### config.mk
export PLATFORM = sky130hd
export DESIGN_NAME = circular_queue_with_sorted_insert
export DESIGN_NICKNAME = d
export VERILOG_FILES = /design/src/rtl/cqsi_pkg.sv /design/src/rtl/cqsi_cell.sv /design/src/rtl/circular_queue_with_sorted_insert.sv
export VERILOG_INCLUDE_DIRS = /design/src /design/src/rtl
export SDC_FILE = /design/constraint.sdc
export NUM_CORES = 2
export LEC_CHECK = 0
export BUFFER_PORTS_ARGS = -buffer_cell sky130_fd_sc_hd__buf_2
export CAP_MARGIN = 15
export CORE_MARGIN = 5
export CORE_UTILIZATION = 60
export DETAILED_ROUTE_END_ITERATION = 10
export PLACE_DENSITY = 0.77
export SYNTH_ARGS = -nofsm -noshare
export SYNTH_HDL_FRONTEND = slang
export SYNTH_SLANG_ARGS = --single-unit
### constraint.sdc
create_clock -name clk -period 6 [get_ports clk]
set_clock_uncertainty 0.05 [all_clocks]
set_input_delay 1.2 -clock clk [delete_from_list [all_inputs] [get_ports clk]]
set_output_delay 1.2 -clock clk [all_outputs]
set_load 0.005 [all_outputs]
### src/rtl/assert_macros.svh
// assertion macros for the queue rtl
// expects clk and rst_n in the including module
`ifndef ASSERT_MACROS_SVH
`define ASSERT_MACROS_SVH

// property checked on every rising edge outside reset
`define CQ_ASSERT(lbl, prop, msg) \
    lbl: assert property (@(posedge clk) disable iff (!rst_n) prop) else $error(msg);

// implication checked on every rising edge outside reset
`define CQ_ASSERT_IMP(lbl, ante, cons, msg) \
    lbl: assert property (@(posedge clk) disable iff (!rst_n) (ante) |=> (cons)) \
        else $error(msg);

`endif

### src/rtl/cqsi_pkg.sv
// shared types and codes for the circular queue with sorted insert
// no dependencies
`default_nettype none

package cqsi_pkg;

    localparam int DATA_W = 32;
    localparam int KIND_W = 2;
    localparam int COUNT_OUT_W = 4;

    typedef logic signed [DATA_W-1:0] data_t;
    typedef logic [KIND_W-1:0] kind_t;

    localparam kind_t KIND_APPEND  = 2'd0;
    localparam kind_t KIND_ORDERED = 2'd1;
    localparam kind_t KIND_REMOVE  = 2'd2;
    localparam kind_t KIND_SEARCH  = 2'd3;

    typedef struct packed {
        logic insert;
        logic ordered;
        logic remove;
    } cell_ctl_t;

endpackage

`default_nettype wire

### src/rtl/cqsi_cell.sv
// one storage cell of the queue chain: holds one entry, shifts left or right
// depends on cqsi_pkg
`default_nettype none

module cqsi_cell (
    input  wire                  clk,
    input  cqsi_pkg::cell_ctl_t  ctl,
    input  cqsi_pkg::data_t      value,
    input  cqsi_pkg::data_t      left_data,
    input  cqsi_pkg::data_t      right_data,
    input  wire                  occupied,
    input  wire                  seen_in,
    output wire                  seen_out,
    output wire                  match,
    output cqsi_pkg::data_t      data
);
    import cqsi_pkg::*;

    data_t data_reg;
    data_t data_next;
    logic  stop;

    // insert point: first free slot, or first entry not less than the word
    assign stop     = !occupied || (ctl.ordered && !(data_reg < value));
    assign seen_out = seen_in || stop;
    assign match    = occupied && (data_reg == value);
    assign data     = data_reg;

    always_comb
    begin
        data_next = data_reg;
        if (ctl.insert)
        begin
            if (seen_in)
            begin
                data_next = left_data;
            end
            else if (stop)
            begin
                data_next = value;
            end
        end
        else if (ctl.remove)
        begin
            data_next = right_data;
        end
    end

    always_ff @(posedge clk)
    begin
        data_reg <= data_next;
    end

endmodule

`default_nettype wire

### src/rtl/circular_queue_with_sorted_insert.sv
// bounded queue of signed words with append, ordered insert, remove and search
// result registered in the cycle after a word is taken; one word per cycle sustained
// unless out_stall holds the result, as the cells shift when each word is taken
// reset clears the occupancy count and the result valid; entries need no clearing pass
// depends on cqsi_pkg, cqsi_cell and assert_macros.svh
`default_nettype none

module circular_queue_with_sorted_insert #(
    parameter int CAPACITY = 15
) (
    input  wire                  clk,
    input  wire                  rst_n,
    input  wire                  in_valid,
    output logic                 in_stall,
    input  cqsi_pkg::kind_t      kind,
    input  cqsi_pkg::data_t      value,
    output logic                 out_valid,
    input  wire                  out_stall,
    output logic                 accepted,
    output logic                 found,
    output logic                 head_valid,
    output cqsi_pkg::data_t      head_value,
    output logic [cqsi_pkg::COUNT_OUT_W-1:0] entry_count
);
    import cqsi_pkg::*;

    localparam int CW = $clog2(CAPACITY + 1);
    localparam logic [CW-1:0] CAP_C = CW'(CAPACITY);

    logic [CW-1:0]   count_reg;
    logic [CW-1:0]   count_next;
    logic            out_valid_reg;
    logic            out_valid_next;
    logic            accepted_reg;
    logic            accepted_next;
    logic            found_reg;
    logic            found_next;

    logic            accept_in;
    logic            full;
    logic            empty;
    logic            ok_ins;
    logic            ok_rem;
    logic            is_search;
    cell_ctl_t       ctl;

    data_t           cell_data [CAPACITY];
    logic [CAPACITY-1:0] occ;
    logic [CAPACITY-1:0] match;
    logic [CAPACITY:0]   seen;
    logic [CW+COUNT_OUT_W-1:0] count_ext;

    assign in_stall  = out_valid_reg && out_stall;
    assign accept_in = in_valid && !in_stall;
    assign full      = (count_reg == CAP_C);
    assign empty     = (count_reg == '0);
    assign is_search = (kind == KIND_SEARCH);
    assign ok_ins    = ((kind == KIND_APPEND) || (kind == KIND_ORDERED)) && !full;
    assign ok_rem    = (kind == KIND_REMOVE) && !empty;

    assign ctl.insert  = accept_in && ok_ins;
    assign ctl.ordered = (kind == KIND_ORDERED);
    assign ctl.remove  = accept_in && ok_rem;

    assign seen[0] = 1'b0;

    for (genvar i = 0; i < CAPACITY; i++)
    begin : g_cell
        data_t left_d;
        data_t right_d;

        assign occ[i] = (CW'(i) < count_reg);

        if (i == 0)
        begin : g_first
            assign left_d = value;
        end
        else
        begin : g_mid_l
            assign left_d = cell_data[i-1];
        end

        if (i == CAPACITY - 1)
        begin : g_last
            assign right_d = cell_data[i];
        end
        else
        begin : g_mid_r
            assign right_d = cell_data[i+1];
        end

        cqsi_cell u_cell (
            .clk        (clk),
            .ctl        (ctl),
            .value      (value),
            .left_data  (left_d),
            .right_data (right_d),
            .occupied   (occ[i]),
            .seen_in    (seen[i]),
            .seen_out   (seen[i+1]),
            .match      (match[i]),
            .data       (cell_data[i])
        );
    end

    always_comb
    begin
        count_next     = count_reg;
        out_valid_next = out_valid_reg;
        accepted_next  = accepted_reg;
        found_next     = found_reg;
        if (ctl.insert)
        begin
            count_next = count_reg + CW'(1);
        end
        else if (ctl.remove)
        begin
            count_next = count_reg - CW'(1);
        end
        if (accept_in)
        begin
            out_valid_next = 1'b1;
            accepted_next  = ok_ins || ok_rem || is_search;
            found_next     = is_search && (|match);
        end
        else if (!out_stall)
        begin
            out_valid_next = 1'b0;
        end
    end

    always_ff @(posedge clk or negedge rst_n)
    begin
        if (!rst_n)
        begin
            count_reg     <= '0;
            out_valid_reg <= 1'b0;
        end
        else
        begin
            count_reg     <= count_next;
            out_valid_reg <= out_valid_next;
        end
    end

    always_ff @(posedge clk)
    begin
        accepted_reg <= accepted_next;
        found_reg    <= found_next;
    end

    // state only moves on an accepted word, so the head and count hold while stalled
    assign count_ext   = {{COUNT_OUT_W{1'b0}}, count_reg};
    assign out_valid   = out_valid_reg;
    assign accepted    = accepted_reg;
    assign found       = found_reg;
    assign head_valid  = !empty;
    assign head_value  = empty ? '0 : cell_data[0];
    assign entry_count = count_ext[COUNT_OUT_W-1:0];

`include "assert_macros.svh"

    `CQ_ASSERT(a_count_bound, (count_reg <= CAP_C), "occupancy above capacity")
    `CQ_ASSERT_IMP(a_ins_count, ctl.insert, (count_reg == $past(count_next)), "count not grown")
    `CQ_ASSERT_IMP(a_ins_head, ctl.insert, head_valid, "queue empty after insert")
    `CQ_ASSERT(a_no_ins_rem, !(ctl.insert && ctl.remove), "insert and remove together")

endmodule

`default_nettype wire
==> impl_metrics.csv <==
group,metric,value,unit
outcome,status,"complete, no violations",
route,vias_per_cell,6.73,
sta,finalSetupViolCount,0,
finish,area_delta_synth_final,9.73,%
floorplan,rows,89,
synthesis,yosys.area_share.simple,0.135,
pwr,p_int,0.00750,W
global_routing,grt_pass1_vias,28700,
clock_network,clkTransAtPathRegs,0.06,ns
pwr,p_per_area,302,mW/mm²
placed_design,io_buffers,78,
floorplan,die_w,253,µm
sta,tns,0,ns
sta,max_freq,184,MHz
clock_network,htree_levels,2,
pwr,pwr-share-clk,0.278,
placed_design,dp_hpwl,81500,µm
clock_network,cts_tree,"yes",
pwr,p_sw_frac,0.361,
clock_network,cts.sinks,487,
sta,drv_slew,0,
pwr,p_comb_frac,0.335,
synthesis,seq_area_frac_synth,0.412,
placed_design,dp.cells,4327,
synthesis,synth_flop_cell,"edfxtp_1",
job,cap_violations,0,
clock_network,clockRootBuffer,"clkbuf_16",
finish,layout-drive-gt1-share,0.0952,
sta,hold_viol,0,
synthesis,syn-num-nets,4094,
sta,fin_crit_sh,0.906,
floorplan,coreArea,0.0588,mm²
setup_path,required,6.21,ns
global_routing,antenna_found_initial,0,
finish,diodes,0,
clock_network,worstSkewPairLatency,0.61,ns
synthesis,syn_area,0.0354,mm²
synthesis,synth_compound_area_frac,0.171,
setup_path,max_stage_delay,0.60,ns
pwr,sequentialPowerShare,0.387,
synthesis,postSynthAreaPerCell,9.92,µm²
synthesis,async_flop_share,0.0103,
synthesis,yosysWarnings,0,
global_routing,overflow,0,
route,vias,29800,
global_routing,grt_pass1_wl,162000,µm
setup_path,worstSetupEndpointType,"flip-flop",
finish,design_area,0.0389,mm²
floorplan,dieArea,0.0640,mm²
setup_path,critPathKind,"in -> reg",
synthesis,syn_inst,3573,
floorplan,ios,79,
finish,final_common_cell,"ha_1",
setup_path,cp_max_fo,32,
pwr,p_leak,16.3,nW
route,drtIter0Drc,3859,
setup_path,startpoint_type,"input pin",
setup_path,cp.arrival,5.65,ns
synthesis,synthAdderAreaFrac,0.171,
floorplan,start_util,0.603,
floorplan,dieHeight,253,µm
clock_network,hold_buffers,0,
worst_hold_path,hold_path_class,"in -> async",
finish,final_cell_mix,"ha_1, edfxtp_1, nand2_1",
global_routing,grt_usage,0.321,
clock_network,cts_buffers,53,
setup_path,crit_chain,"buf_2 -> inv_2 -> buf_4 -> ha_1 -> nand4_1 -> nor4_1 -> buf_4 -> o21ai_1 -> o211ai_1 -> a21oi_1 -> o211ai_1 -> nand3_2 -> or4_4 -> nor2_1 -> a21oi_4",
route,drtAntennaViolNets,0,
synthesis,synth_xor_area_frac,0.00148,
route,drc_errors,0,
synthesis,synthMuxAreaShare,0.0743,
finish,finalNetCount,4131,
finish,largest_reg_flops,480,
pwr,irDropWorstVdd,286,µV
clock_network,cts_buffer_depth,3,
placed_design,gp_congestion,0.944,
route,dr.pass1.iters,6,
synthesis,synth_top_family_by_area,"compound AO/OA/AOI/OAI gates",
finish,layout.cells.non_filler,4427,
pwr,power_switching,0.00424,W
finish,fill_cells,4674,
synthesis,ys_ff_latch,487,
global_routing,grt_max_degree,257,
sta,slew_headroom,0.244,
setup_path,cp_slowest_cell,"or4_4",
synthesis,ys_types,80,
route,wl_per_cell,24.2,µm
synthesis,synth_edf_count,482,
sta,rsz0062_at_grt,"no",
route,wl,107000,µm
placed_design,postPlaceCellArea,0.0372,mm²
sta,worst_pin_slew,1.13,ns
sta,fin_crit,5.44,ns
clock_network,cts-resized-gates,0,
clock_network,cts_setup_buffers,0,
-- stage by stage --
stage	power, W	utilization	setup slack [ns]	hold WS (ns)
finish	0.0117	0.661	0.564	0.390
floorplan	0.00720	-	-0.124	0.454
global route	0.0122	0.661	0.473	0.366
global placement	0.00830	0.632	0.137	0.451
detailed placement	0.00842	0.632	0.0599	0.465
CTS	0.0116	0.661	0.694	0.355
-- logic make-up after synthesis --
| logic type | Yosys count |
|---|---|
| flip-flops | 487 |
| XOR/XNOR | 6 |
| AO/OA/AOI/OAI | 1008 |
| adder cells (fa/ha/maj) | 483 |
| multiplexers | 259 |
| buffers and inverters | 313 |
| AND/OR/NAND/NOR | 1017 |
-- synthesized netlist by cell type (5+ instances only) --
| cell type | n | area, µm² |
|---|---|---|
| a2111oi_0 | 5 | 43.8 |
| a211o_1 | 8 | 70.1 |
| a211oi_1 | 20 | 150 |
| a21boi_0 | 7 | 52.6 |
| a21o_1 | 34 | 255 |
| a21oi_1 | 246 | 1230 |
| a221o_1 | 39 | 390 |
| a221oi_1 | 9 | 78.8 |
| a31oi_1 | 103 | 644 |
| and2_1 | 37 | 231 |
| and3_1 | 9 | 56.3 |
| and4_1 | 12 | 105 |
| buf_1 | 7 | 26.3 |
| buf_2 | 44 | 220 |
| buf_6 | 6 | 67.6 |
| clkbuf_1 | 174 | 653 |
| dfrtp_1 | 5 | 125 |
| edfxtp_1 | 482 | 14500 |
| ha_1 | 483 | 6040 |
| inv_1 | 81 | 304 |
| mux2_1 | 29 | 327 |
| mux2i_1 | 226 | 2260 |
| nand2_1 | 464 | 1740 |
| nand2b_1 | 13 | 81.3 |
| nand3_1 | 116 | 581 |
| nand4_1 | 81 | 507 |
| nor2_1 | 151 | 567 |
| nor2b_1 | 12 | 75.1 |
| nor3_1 | 36 | 180 |
| nor4_1 | 52 | 325 |
| o211ai_1 | 71 | 533 |
| o21a_1 | 12 | 90.1 |
| o21ai_0 | 379 | 1900 |
| o21ai_1 | 15 | 75.1 |
| o21bai_1 | 9 | 67.6 |
| o22ai_1 | 5 | 31.3 |
| o31a_1 | 5 | 43.8 |
| or3_1 | 7 | 43.8 |
| or4_1 | 5 | 37.5 |
-- layout make-up --
cell class,count,area (µm²),area share
Clock buffer,75,1480,0.0381
Tap cell,773,967,0.0249
Timing Repair Buffer,214,1540,0.0397
Sequential cell,487,14600,0.376
Inverter,81,312,0.00801
Clock inverter,24,193,0.00496
Multi-Input combinational cell,2773,19800,0.509
-- per-layer routing --
| metal | up-vias | GRT usage | routed length (µm) |
|---|---|---|---|
| li1 | 13700 | - | - |
| met4 | 0 | 0.116 | 4170 |
| met2 | 1595 | 0.485 | 46700 |
| met5 | - | 0 | 0 |
| met3 | 207 | 0.0538 | 11200 |
| met1 | 14300 | 0.470 | 45000 |
-- worst max-delay path, delay by kind of cell --
kind / cells / cell delay, ns
simple gates: 5 / 2.04
fa+ha+maj: 1 / 0.31
compound gates: 5 / 1.38
buf+inv: 4 / 0.70
-- final timing paths --
path / depth (start not counted) / endpoint / startpoint / slack, ns
setup reg to reg: 12 / g_cell[12].u_cell.data[12] / g_cell[0].u_cell.data[13] / 1.16
min in group clk: 2 / out_valid / out_valid / 0.48
setup / recovery: 15 / g_cell[12].u_cell.data[12] / value[15] / 0.56
hold / removal: 1 / out_valid / rst_n / 0.39
max in group asynchronous: 1 / entry_count[2] / rst_n / 5.32
hold reg to reg: 2 / out_valid / out_valid / 0.48
-- power by group through the flow --
| stage | combinational, W | clock (W) | sequential [W] |
|---|---|---|---|
| finish | 0.00393 | 0.00326 | 0.00454 |
| global route | 0.00425 | 0.00340 | 0.00457 |
| CTS | 0.00385 | 0.00327 | 0.00452 |
| detailed placement | 0.00383 | 0 | 0.00460 |
| global placement | 0.00371 | 0 | 0.00459 |
| floorplan | 0.00273 | 0 | 0.00447 |
Note: power is estimated with default switching activity, not from simulation.
